<file path="src/rtl/core/vmfetu_pkg.sv">
// shared types and constants of the look-at view matrix unit
package vmfetu_pkg;

    localparam int AXIS_FRAC_DEF = 15;
    localparam int POS_W         = 32;
    localparam int DIFF_W        = POS_W + 1;
    localparam int AXIS_OUT_W    = 16;

    // matrix row codes
    localparam logic [1:0] ROW_RIGHT = 2'd0;
    localparam logic [1:0] ROW_UP    = 2'd1;
    localparam logic [1:0] ROW_FRONT = 2'd2;

    // one camera as handed from front to back
    typedef struct packed {
        logic [2:0][POS_W-1:0]  eye;
        logic [2:0][POS_W-1:0]  hint;
        logic [2:0][DIFF_W-1:0] fr;
        logic                   fr_zero;
    } job_t;

endpackage

</file>
<file path="src/rtl/core/vmfetu_front.sv">
// input side: takes cameras, forms front vector, queues them for the back end
module vmfetu_front (
    input  logic                        clk,
    input  logic                        rst_n,
    input  logic                        start,
    output logic                        busy,
    input  logic [vmfetu_pkg::POS_W-1:0] eye_x,
    input  logic [vmfetu_pkg::POS_W-1:0] eye_y,
    input  logic [vmfetu_pkg::POS_W-1:0] eye_z,
    input  logic [vmfetu_pkg::POS_W-1:0] aim_x,
    input  logic [vmfetu_pkg::POS_W-1:0] aim_y,
    input  logic [vmfetu_pkg::POS_W-1:0] aim_z,
    input  logic [vmfetu_pkg::POS_W-1:0] hint_x,
    input  logic [vmfetu_pkg::POS_W-1:0] hint_y,
    input  logic [vmfetu_pkg::POS_W-1:0] hint_z,
    output vmfetu_pkg::job_t            job,
    output logic                        job_valid,
    input  logic                        job_pop
);
    import vmfetu_pkg::*;

    job_t        q_mem [2];
    logic        wr_ptr_reg;
    logic        wr_ptr_next;
    logic        rd_ptr_reg;
    logic        rd_ptr_next;
    logic [1:0]  count_reg;
    logic [1:0]  count_next;
    logic        push;
    logic        pop;
    job_t        new_job;

    // classify: front difference and zero check
    always_comb
    begin
        new_job.eye  = {eye_z, eye_y, eye_x};
        new_job.hint = {hint_z, hint_y, hint_x};
        new_job.fr[0] = DIFF_W'($signed({aim_x[POS_W-1], aim_x}) -
                                $signed({eye_x[POS_W-1], eye_x}));
        new_job.fr[1] = DIFF_W'($signed({aim_y[POS_W-1], aim_y}) -
                                $signed({eye_y[POS_W-1], eye_y}));
        new_job.fr[2] = DIFF_W'($signed({aim_z[POS_W-1], aim_z}) -
                                $signed({eye_z[POS_W-1], eye_z}));
        new_job.fr_zero = (new_job.fr[0] == '0) && (new_job.fr[1] == '0) &&
                          (new_job.fr[2] == '0);
    end

    // queue control
    assign busy      = (count_reg == 2'd2);
    assign push      = start && !busy;
    assign pop       = job_pop && (count_reg != 2'd0);
    assign job_valid = (count_reg != 2'd0);
    assign job       = q_mem[rd_ptr_reg];

    always_comb
    begin
        wr_ptr_next = push ? !wr_ptr_reg : wr_ptr_reg;
        rd_ptr_next = pop ? !rd_ptr_reg : rd_ptr_reg;
        count_next  = count_reg;
        if (push && !pop)
        begin
            count_next = count_reg + 2'd1;
        end
        else if (pop && !push)
        begin
            count_next = count_reg - 2'd1;
        end
    end

    always_ff @(posedge clk or negedge rst_n)
    begin
        if (!rst_n)
        begin
            wr_ptr_reg <= 1'b0;
            rd_ptr_reg <= 1'b0;
            count_reg  <= 2'd0;
        end
        else
        begin
            wr_ptr_reg <= wr_ptr_next;
            rd_ptr_reg <= rd_ptr_next;
            count_reg  <= count_next;
        end
    end

    // queue storage
    always_ff @(posedge clk)
    begin
        if (push)
        begin
            q_mem[wr_ptr_reg] <= new_job;
        end
    end

endmodule

</file>
<file path="config.mk">
export PLATFORM = sky130hd
export DESIGN_NAME = vmfetu_front
export DESIGN_NICKNAME = d
export VERILOG_FILES = /design/src/rtl/core/vmfetu_pkg.sv /design/src/rtl/core/vmfetu_front.sv
export SDC_FILE = /design/constraint.sdc
export NUM_CORES = 1
export LEC_CHECK = 0
export ABC_AREA = 0
export ABC_CLOCK_PERIOD_IN_PS = 36200
export BUFFER_PORTS_ARGS = -buffer_cell sky130_fd_sc_hd__buf_2
export CAP_MARGIN = 0
export CORE_MARGIN = 3
export CORE_UTILIZATION = 55
export DETAILED_ROUTE_END_ITERATION = 10
export MAX_ROUTING_LAYER = met4
export PLACE_DENSITY = 0.81
export SLEW_MARGIN = 20
export SYNTH_ARGS = -nofsm -noshare
export SYNTH_HDL_FRONTEND = slang
export SYNTH_SLANG_ARGS = --single-unit
</file>
<file path="constraint.sdc">
create_clock -name clk -period 36.2 [get_ports clk]
set_input_delay 1.81 -clock clk [delete_from_list [all_inputs] [get_ports clk]]
set_output_delay 1.81 -clock clk [all_outputs]
set_load 0.02 [all_outputs]
</file>
# After elaboration in Yosys (flattened, before gate mapping)
# Memory sizes are Yosys's and may differ from the RTL's.
# Cells that the tools add are included.
# word_totals
in_bits,292
mem_bits_rw,584
register_bits,4
mem_count,1
elab_cells,30
# op_classes
add_sub_neg,5
n_eq_ne,1
reduce_logical,16
muxes,4
# mem_list
name,depth,width,read_ports,rd_ports_with_merged_regs,write_ports,line_no,source
q_mem,2,292,1,0,1,vmfetu_front.sv:22,job_t q_mem [2];
# ops
operator,count
33-bit logical NOT,3
32-bit by 32-bit subtractor with 33-bit output,3
1-bit logical AND,6
1-bit logical NOT,5
2-bit 2-to-1 mux,2
2-bit nonzero test,2
2-bit by 1-bit adder with 2-bit output (second input constant),1
2-bit equality test (second input constant),1
1-bit 2-to-1 mux,2
2-bit by 1-bit subtractor with 2-bit output (second input constant),1

# Depth between registers and ports, before layout
# Gate-level depths: netlist of run 1.
# logic_depth
ltp_word,7
depth_mapped,14

# Worst setup path before layout of run 1
# Ideal clock, no wire load.
# synth_timing
path_type,input -> register
from,input start
to,"memory q_mem[0][0] in the netlist's numbering, enable pin"
slack_ns,21.260
n_path_buf,0
setup_time_ns,0.950
required_time_ns,35.250
arrival_time_ns,13.989
stages,2
cell_sequence,nand2_1 nor2_1
# synth_via
elab_chain_len,3
# synth_lines
item,line_no,source
start: declaration,vmfetu_front.sv:5,"input logic start,"
1-bit logical AND,vmfetu_front.sv:50,assign push = start && !busy;
1-bit 2-to-1 mux,vmfetu_front.sv:89,if (push)
1-bit 2-to-1 mux (not written as such),vmfetu_front.sv:91,q_mem[wr_ptr_reg] <= new_job;
end: declaration,vmfetu_front.sv:22,
# Every way passes these cells.

==> flow_summary.toml, run 1 <==
[sta]
hold_violations = 0
fin_tns_setup_ns = 0
period_needed_ns = 5.23
finClkSkew_ns = 0.0133
worst_pin_slew_ns = 1.08
rsz0062_at_grt = "no"
slew_headroom_pct = 28.2
finalMaxSlewViolations = 0
setup_viol = 0
finalCritPeriodShare_pct = 14.4
fmax_mhz = 191
hold_slack_ns = 0.499

[critical_path]
ff2ff_setup_slack_ns = 33.10
rr_endpoint = "q_mem[1][7]"
slowest_stage = "a2111oi_0"
worstPathCellList = "buf_2 > ha_1 > fa_1 > nand2b_1 > a21oi_1 > o21ai_1 > nand2_1 > xor2_1 > or4_1 > nor3_1 > nand4_1 > a2111oi_0 > and4b_1 > and4_1"
cp_num_cells = 14
crit_family = "simple AND/OR/NAND/NOR gates"
setup.worst_path.start_class = "input port"
end_kind = "flop"
r2r-start = "count_reg[0]"
r2r_cells = 4
cp_max_fo = 3
cp.arrival_ns = 5.70
max_stage_delay_ns = 0.63
crit_required_ns = 36.67
crit_type = "input port to flop"
cp_num_buf_inv = 1

[global_routing]
gr-usage-all-layers_pct = 28.2
grt_overflow = 0
grt_pass1_wl_mm = 106
grt_pass1_vias = 17800
grt_max_degree = 170
antenna_found_initial = 19

[logic_synthesis]
syn_avg_cell_area_sq_um = 14.8
synth_nets = 2208
ys_types = 67
synth-seq-area-share_pct = 65.6
yosys_most_used_dff = "edfxtp_1"
yosysTopAreaCell = "edfxtp_1"
synth_edf_count = 584
ys_ff_latch = 588
synth_area_sq_um = 26900
async_flop_share_pct = 0.680
yosysMostFrequentCell = "edfxtp_1"
synth_commonest_cells = "584 x edfxtp_1, 293 x mux2_2, 121 x inv_1"
yosys-top-cells-area = "edfxtp_1 65%, mux2_2 12%, ha_1 4.5%"
synthCells = 1816
ys_warn_count = 0
synth.top_cell.area_share_pct = 65.2

[detailed_routing]
via_count = 17900
wl_per_cell_um = 23.7
dr.first_iter.drc_count = 1381
drc_errors = 0
drt_wl_total_mm = 73.5
first_pass_iters = 5
via_per_inst = 5.76
ant_nets = 0

[die]
rows = 80
io_pins = 586
initial_utilization_pct = 56.0
core_area_sq_um = 48000
die_x_um = 227
die_h_um = 227
dieArea_sq_um = 51600

[pwr]
leakage_nw = 12.8
ir_worst_vdd_mv = 0.0625
clkPwrFrac_pct = 23.7
power_frac_seq_pct = 40.1
switching_share_pct = 35.3
p_per_area_nw_per_um2 = 77.1
combPwrFrac_pct = 36.2
power_switching_w = 0.000883
internal-power_w = 0.00162

[cts]
cts_hold_buf = 0
clock-sinks = 588
clk_pin_slew_ns = 0.06
cts.path.max_buffers = 3
root_buffer = "clkbuf_16"
clk_latency_ns = 0.62
numCtsBuffers = 59
postCtsResizedCells = 0
cts_setup_buffers = 0
htreeDepth = 2
cts_tree = "done"

[finish]
final_area_sq_um = 32400
syn2layout_area_growth_pct = 20.6
n_fill_cell = 3363
largest_register_ffs = 584
final_cells = 3099
final_nets = 2813
final_layout_size_suffix_gt1_share_pct = 39.9

[placed_design]
hpwl_mm = 54.8
placedCellCount = 2975
placed_cell_area_sq_um = 30500
gp_congestion = 0.920
port_buffers = 585

[outcome]
outcome = "finished, final reports clean"

[flow_run]
cap_violations = 0

[worst_hold_path]
min_from = "count_reg[1]"
hold_depth = 1
hold_path_class = "flop to flop"
whs_endpoint = "count_reg[1]"
layer usage:
| metal | vias to the layer above | share of wire [%] | GRT usage (%) |
|---|---|---|---|
| met4 | 0 | 3.9 | 11.2 |
| met3 | 155 | 8.5 | 6.67 |
| met5 | - | 0 | - |
| met1 | 8755 | 38 | 32.6 |
| met2 | 787 | 50 | 48.0 |
| li1 | 8159 | - | - |
cells in the final DEF, fill, tap and decap left out, drive strengths merged, types with 29 or more instances in the layout:
| cell | count |
|---|---|
| o21ai | 59 |
| ha | 97 |
| mux2 | 293 |
| a21o | 29 |
| buf | 594 |
| nand2 | 79 |
| nor2 | 74 |
| clkbuf | 71 |
| xor2 | 32 |
| edfxtp | 584 |
| a21oi | 99 |
| inv | 123 |
| xnor2 | 52 |
stage by stage:
step           total power [W]  setup slack (ns)  util [%]
2_1_floorplan          0.00166             21.26         -
3_5_place_dp           0.00192             30.20      63.5
4_1_cts                0.00252             30.76      67.4
5_1_grt                0.00260             30.82      67.5
3_3_place_gp           0.00190             30.31      63.5
6_report               0.00250             30.97      67.5
power by group through the flow:
stage / combinational [W] / clock, W / sequential, W
after floorplan: 0.000606 / 0 / 0.00105
after global placement: 0.000899 / 0 / 0.00100
after detailed placement: 0.000906 / 0 / 0.00101
after CTS: 0.000911 / 0.000605 / 0.00100
after global routing: 0.000959 / 0.000629 / 0.00101
final: 0.000905 / 0.000594 / 0.00100
how the worst max path moves through the flow:
stage	from	endpoint	slack, ns
6_report	eye_y[0]	q_mem[1][0]	30.97
5_1_grt	eye_y[0]	q_mem[0][0]	30.82
4_1_cts	eye_y[0]	q_mem[1][0]	30.76
3_5_place_dp	eye_y[0]	q_mem[0][0]	30.20
3_3_place_gp	eye_y[0]	q_mem[0][0]	30.31
2_1_floorplan	start	q_mem[0][0]	21.26
area by class of cell:
cell class | instances | area [sq um] | area share [%]
diodes | 21 | 52.6 | 0.162
clock buffers | 71 | 1560 | 4.82
inverters | 121 | 454 | 1.40
well taps | 615 | 769 | 2.37
flip-flops and latches | 588 | 17600 | 54.4
multi-input cells | 1057 | 8630 | 26.6
clock inverters | 32 | 308 | 0.949
repair buffers | 594 | 3020 | 9.31
cell families (layout without fill, tap and decap cells):
group | Yosys count | in the layout | synth area share, %
flops | 588 | 588 | 65.6
compound gates | 298 | 298 | 7.05
mux | 294 | 294 | 12.3
simple gates | 281 | 281 | 5.17
buf+inv | 171 | 818 | 2.43
fa+ha+maj | 100 | 100 | 4.74
xor+xnor | 84 | 84 | 2.74
other cells | 0 | 21 | 0
Power figures use the tool's default switching activity.
==> run 2: changes to the inputs <==
--- a/config.mk
+++ b/config.mk
@@ -6,7 +6,7 @@
 export NUM_CORES = 1
 export LEC_CHECK = 0
 export ABC_AREA = 0
-export ABC_CLOCK_PERIOD_IN_PS = 36200
+export ABC_CLOCK_PERIOD_IN_PS = 4900
 export BUFFER_PORTS_ARGS = -buffer_cell sky130_fd_sc_hd__buf_2
 export CAP_MARGIN = 0
 export CORE_MARGIN = 3
==> constraint.sdc (replaced) <==
create_clock -name clk -period 4.9 [get_ports clk]
set_input_delay 0.245 -clock clk [delete_from_list [all_inputs] [get_ports clk]]
set_output_delay 0.245 -clock clk [all_outputs]
set_load 0.02 [all_outputs]
==> run 2 against run 1 <==
  * Worst setup slack got worse by 30 ns
  * Utilization rose by 4.4 points
  * Clock power rose to 7.6 times the previous value
  * First-iteration DRC count rose by 10%
  * Wire length rose by 12%
  * Global-route usage rose by 3.0 points
  * Combinational power rose to 7.8 times the previous value
  * Sequential power rose to 7.4 times the previous value
  * Hold slack got worse by 0.32 ns
  * Die area did not move
  * Final cell count rose by 6.6%
  * Flip-flop and latch count did not move
  * Critical path type unchanged
  * Highest routed layer unchanged
==> flow_summary.toml, run 2 (synthesized netlist as in run 1, its figures left out) <==
[detailed_routing]
first_pass_iters = 5
via_count = 19100
wl_per_cell_um = 24.9
drc_errors = 0
via_per_inst = 5.79
drt_wl_total_mm = 82.3
ant_nets = 0
dr.first_iter.drc_count = 1522

[pwr]
leakage_nw = 13.7
ir_worst_vdd_mv = 0.398
switching_share_pct = 35.8
combPwrFrac_pct = 37.1
internal-power_w = 0.0122
power_switching_w = 0.00681
power_frac_seq_pct = 39.1
p_per_area_nw_per_um2 = 550
clkPwrFrac_pct = 23.8

[die]
rows = 80
dieArea_sq_um = 51600
die_x_um = 227
die_h_um = 227
initial_utilization_pct = 56.0
core_area_sq_um = 48000
io_pins = 586

[critical_path]
end_kind = "flop"
cp_num_buf_inv = 2
cp.arrival_ns = 4.56
cp_max_fo = 4
r2r_cells = 3
crit_type = "input port to flop"
worstPathCellList = "dlygate4sd3_1 > buf_2 > ha_1 > fa_1 > nand2b_1 > a21oi_1 > o21ai_1 > o211ai_1 > a31oi_1 > o31ai_1 > o21ai_0 > or4_1 > nor4_1 > and4b_1 > and4_1"
slowest_stage = "or4_1"
crit_required_ns = 5.37
crit_family = "compound AO/OA/AOI/OAI gates"
ff2ff_setup_slack_ns = 2.52
max_stage_delay_ns = 0.56
setup.worst_path.start_class = "input port"
r2r-start = "count_reg[0]"
rr_endpoint = "q_mem[1][165]"

[sta]
worst_pin_slew_ns = 0.936
hold_violations = 0
slew_headroom_pct = 37.6
setup_viol = 0
finalMaxSlewViolations = 0
rsz0062_at_grt = "no"
period_needed_ns = 4.08
finalCritPeriodShare_pct = 83.3
fmax_mhz = 245
hold_slack_ns = 0.180
finClkSkew_ns = 0.0164

[placed_design]
gp_congestion = 0.933
placed_cell_area_sq_um = 30600
hpwl_mm = 54.5
placedCellCount = 2980
port_buffers = 585

[cts]
root_buffer = "clkbuf_16"
cts_tree = "done"
clock-sinks = 588
cts.path.max_buffers = 3
numCtsBuffers = 59
htreeDepth = 2
clk_latency_ns = 0.62
clk_pin_slew_ns = 0.06
cts_setup_buffers = 0

[finish]
final_nets = 3014
final_layout_size_suffix_gt1_share_pct = 37.0
n_fill_cell = 3002
final_area_sq_um = 34500
final_cells = 3302
layout_commonest_cell = "buf_2"
syn2layout_area_growth_pct = 28.4
largest_register_ffs = 584
layout_common_cells = "585 x buf_2, 584 x edfxtp_1, 293 x mux2_2"

[worst_hold_path]
hold_depth = 4
hold_path_class = "input port to flop"
whs_endpoint = "q_mem[1][1]"
min_from = "aim_x[0]"

[global_routing]
grt_pass1_vias = 19500
gr-usage-all-layers_pct = 31.3
antenna_found_initial = 19
grt_max_degree = 134
grt_pass1_wl_mm = 117
grt_overflow = 0

[outcome]
outcome = "finished, final reports clean"

[flow_run]
cap_violations = 0
==> run 2: area by class of cell <==
| cell class | count | area (sq um) | area share (%) |
|---|---|---|---|
| Antenna cell | 20 | 50.0 | 0.145 |
| Clock buffer | 74 | 1550 | 4.50 |
| Clock inverter | 32 | 352 | 1.02 |
| Inverter | 121 | 454 | 1.32 |
| Multi-Input combinational cell | 1057 | 8630 | 25.0 |
| Sequential cell | 588 | 17600 | 51.1 |
| Tap cell | 615 | 769 | 2.23 |
| Timing Repair Buffer | 795 | 5080 | 14.7 |
==> run 2: power by group through the flow <==
| stage | combinational [W] | sequential, W | clock [W] |
|---|---|---|---|
| 6_report | 0.00705 | 0.00743 | 0.00453 |
| 5_1_grt | 0.00740 | 0.00751 | 0.00479 |
| 4_1_cts | 0.00696 | 0.00737 | 0.00455 |
| 3_5_place_dp | 0.00677 | 0.00747 | 0 |
| 3_3_place_gp | 0.00672 | 0.00739 | 0 |
| 2_1_floorplan | 0.00449 | 0.00745 | 0 |
==> run 2: worst max-delay path by stage <==
stage / start / endpoint / slack (ns) / cells past startpoint
final: eye_z[0] / q_mem[1][0] / 0.82 / 15
after global routing: eye_z[0] / q_mem[0][0] / 0.47 / 15
after CTS: eye_z[0] / q_mem[1][0] / 0.85 / 15
after detailed placement: eye_z[0] / q_mem[1][0] / 0.77 / 14
after global placement: eye_z[0] / q_mem[0][0] / 0.91 / 14
after floorplan: count_reg[0] / q_mem[0][0] / -0.43 / 3
==> run 2: worst reg2reg max path: stages (launching register included) <==
cell and delay (ns):
dfrtp_1 0.42, nand2b_4 0.19, and3_4 0.81, buf_4 0.60
==> run 2: per-layer routing <==
| layer | GRT usage [%] | vias to the layer above | routed length, um |
|---|---|---|---|
| met5 | - | - | 0 |
| met4 | 16.3 | 0 | 4720 |
| met3 | 7.22 | 255 | 6470 |
| met2 | 51.8 | 983 | 40800 |
| met1 | 35.6 | 9324 | 30400 |
| li1 | - | 8546 | - |
==> run 2: timing repair <==
action / CTS / global route
endpoints found under the hold margin: 390 / 0
gates resized for setup: 0 / 0
hold buffers: 196 / 0
==> run 2: per-stage QoR <==
stage / TNS (ns) / util, % / worst slack (ns) / total power, W
6_report: 0 / 71.9 / 0.816 / 0.0190
5_1_grt: 0 / 71.9 / 0.467 / 0.0197
4_1_cts: 0 / 71.8 / 0.851 / 0.0189
3_5_place_dp: 0 / 63.7 / 0.769 / 0.0142
3_3_place_gp: 0 / 63.7 / 0.914 / 0.0141
2_1_floorplan: -124.62 / - / -0.427 / 0.0119
==> run 3: changes to the inputs <==
--- a/config.mk
+++ b/config.mk
@@ -5,15 +5,16 @@
 export SDC_FILE = /design/constraint.sdc
 export NUM_CORES = 1
 export LEC_CHECK = 0
-export ABC_AREA = 0
-export ABC_CLOCK_PERIOD_IN_PS = 4900
+export ABC_AREA = 1
+export ABC_CLOCK_PERIOD_IN_PS = 4200
 export BUFFER_PORTS_ARGS = -buffer_cell sky130_fd_sc_hd__buf_2
 export CAP_MARGIN = 0
+export CORE_ASPECT_RATIO = 1.5
 export CORE_MARGIN = 3
 export CORE_UTILIZATION = 55
 export DETAILED_ROUTE_END_ITERATION = 10
 export MAX_ROUTING_LAYER = met4
-export PLACE_DENSITY = 0.81
+export PLACE_DENSITY = 0.8
 export SLEW_MARGIN = 20
 export SYNTH_ARGS = -nofsm -noshare
 export SYNTH_HDL_FRONTEND = slang
==> constraint.sdc (replaced) <==
create_clock -name clk -period 4.2 [get_ports clk]
set_input_delay 0.21 -clock clk [delete_from_list [all_inputs] [get_ports clk]]
set_output_delay 0.21 -clock clk [all_outputs]
set_load 0.02 [all_outputs]
==> run 3 against run 2 <==
  * First-iteration DRC count is 9.5% higher
  * Clock skew is 0.013 ns higher
  * Utilization is 2.1 points lower
  * Hold slack worse by 0.023 ns
  * Combinational power is 32% higher
  * Register-to-register slack worse by 0.24 ns
  * Synthesized cell count is 90% higher
  * Die area is 11% higher
  * Largest power group is now combinational logic
==> flow_summary.toml, run 3 <==
[cts]
root_buffer = "clkbuf_16"
clock-sinks = 588
clk_pin_slew_ns = 0.07
cts_tree = "done"
cts_hold_buf = 196
htreeDepth = 2
postCtsResizedCells = 0
numCtsBuffers = 53
cts.path.max_buffers = 3
clk_latency_ns = 0.63
cts_setup_buffers = 0

[pwr]
ir_worst_vdd_mv = 0.511
power_switching_w = 0.00949
internal-power_w = 0.0136
power_frac_seq_pct = 37.2
leakage_nw = 18.7
combPwrFrac_pct = 40.5
switching_share_pct = 41.2
p_per_area_nw_per_um2 = 615
clkPwrFrac_pct = 22.3

[die]
rows = 104
initial_utilization_pct = 55.7
die_x_um = 196
io_pins = 586
core_area_sq_um = 53700
dieArea_sq_um = 57300
die_h_um = 292

[global_routing]
grt_max_degree = 153
grt_overflow = 0
antenna_found_initial = 7
gr-usage-all-layers_pct = 32.5
grt_pass1_vias = 25500
grt_pass1_wl_mm = 140

[sta]
setup_slack_ns = 1.04
finalCritPeriodShare_pct = 75.1
fin_tns_setup_ns = 0
setup_viol = 0
finalMaxSlewViolations = 0
slew_headroom_pct = 36.1
period_needed_ns = 3.16
fmax_mhz = 317
finClkSkew_ns = 0.0292
hold_slack_ns = 0.157
hold_violations = 0
rsz0062_at_grt = "no"
worst_pin_slew_ns = 0.959

[logic_synthesis]
synth_nets = 3846
synth_area_sq_um = 29900
yosys_most_used_dff = "edfxtp_1"
ys_types = 33
synthCells = 3454
synth.top_cell.area_share_pct = 58.6
synth_xor_area_share_pct = 0.936
async_flop_share_pct = 0.680
synth-seq-area-share_pct = 58.9
synthAdderAreaFrac_pct = 4.26
yosysTopAreaCell = "edfxtp_1"
yosys-top-cells-area = "edfxtp_1 59%, nand2_1 21%, inv_1 6.7%"
yosysMostFrequentCell = "nand2_1"
synthSimpleGateAreaFrac_pct = 27.2
synth_edf_count = 584
syn_avg_cell_area_sq_um = 8.67
ys_warn_count = 0
synth_top_family_by_area = "simple AND/OR/NAND/NOR gates"
ys_ff_latch = 588
synth_compound_area_share_pct = 1.22
synthMuxAreaShare_pct = 0
synth_commonest_cells = "1,703 x nand2_1, 584 x edfxtp_1, 533 x inv_1"

[outcome]
outcome = "finished, final reports clean"

[placed_design]
gp_congestion = 1.03
placedCellCount = 4676
port_buffers = 585
hpwl_mm = 66.0
pre_cts_ws_ns = 1.13

[detailed_routing]
wl_per_cell_um = 18.7
drc_errors = 0
via_per_inst = 5.13
ant_nets = 0
first_pass_iters = 6
via_count = 25600
dr.first_iter.drc_count = 1666
drt_wl_total_mm = 93.2

[finish]
final_cells = 4979
syn2layout_area_growth_pct = 25.3
layout_commonest_cell = "nand2_1"
final_layout_size_suffix_gt1_share_pct = 16.7
final_nets = 4630
largest_register_ffs = 584
layout_common_cells = "1,703 x nand2_1, 585 x buf_2, 584 x edfxtp_1"
final_util_pct = 69.8

[critical_path]
r2r_cells = 3
crit_required_ns = 3.99
r2r-start = "count_reg[0]"
ff2ff_setup_slack_ns = 2.28
crit_type = "flop to primary output"
setup.worst_path.start_class = "flop"
end_kind = "primary output"
cp.arrival_ns = 2.95
rr_endpoint = "q_mem[0][24]"
cp_max_fo = 133

[worst_hold_path]
hold_depth = 4
min_from = "aim_y[5]"
whs_endpoint = "q_mem[0][39]"
hold_path_class = "input port to flop"

[flow_run]
cap_violations = 0
[run 3: area by class of cell]
class / instances / area (sq um)
clock inverters: 30 / 423
flip-flops and latches: 588 / 17600
diodes: 7 / 17.5
repair buffers: 794 / 5070
clock buffers: 70 / 1410
fillers: 3888 / 16200
multi-input cells: 2267 / 10100
inverters: 534 / 2010
well taps: 689 / 862
[run 3: layer usage]
metal	vias to the layer above	GRT usage, %	share of wire, %
met5	-	-	0
met4	0	18.2	6.5
met3	301	6.50	7.4
met2	1080	57.6	52
met1	11800	33.6	35
li1	12400	-	-
[run 3: cells by family (layout without fill, tap and decap cells)]
group	after synthesis	after routing
xor+xnor	32	32
simple gates	2067	2067
fa+ha+maj	100	100
buf+inv	599	1428
flops	588	588
compound gates	68	68
other cells	0	7
[run 3: worst max-delay path, stage by stage (launching register included)]
cell	delay, ns
dfrtp_4	0.73
inv_8	0.70
buf_4	0.40
nand2_1	0.10
nand2_1	0.12
buf_2	0.18
[run 3: worst max path at each step]
stage / from / to / slack (ns) / cells after the start
floorplan: count_reg[1] / q_mem[1][0] / -1.09 / 3
detailed placement: eye_y[2] / q_mem[0][0] / 1.13 / 16
CTS: rd_ptr_reg / job[107] / 1.04 / 5
finish: rd_ptr_reg / job[178] / 1.04 / 5
global route: rd_ptr_reg / job[171] / 0.93 / 5
global placement: eye_y[2] / q_mem[0][0] / 1.18 / 16
[run 3: power groups by stage]
stage	Clock (W)	Sequential (W)	Combinational [W]
final	0.00515	0.00858	0.00933
after global routing	0.00541	0.00867	0.0101
after CTS	0.00520	0.00854	0.00926
after detailed placement	0	0.00865	0.00906
after global placement	0	0.00859	0.00892
after floorplan	0	0.00868	0.00560
[run 3: through the flow]
step | power (W) | instance area (sq um)
finish | 0.0231 | 37500
global route | 0.0242 | 37500
CTS | 0.0230 | 37500
detailed placement | 0.0177 | 33700
global placement | 0.0175 | 33700
floorplan | 0.0143 | 30000
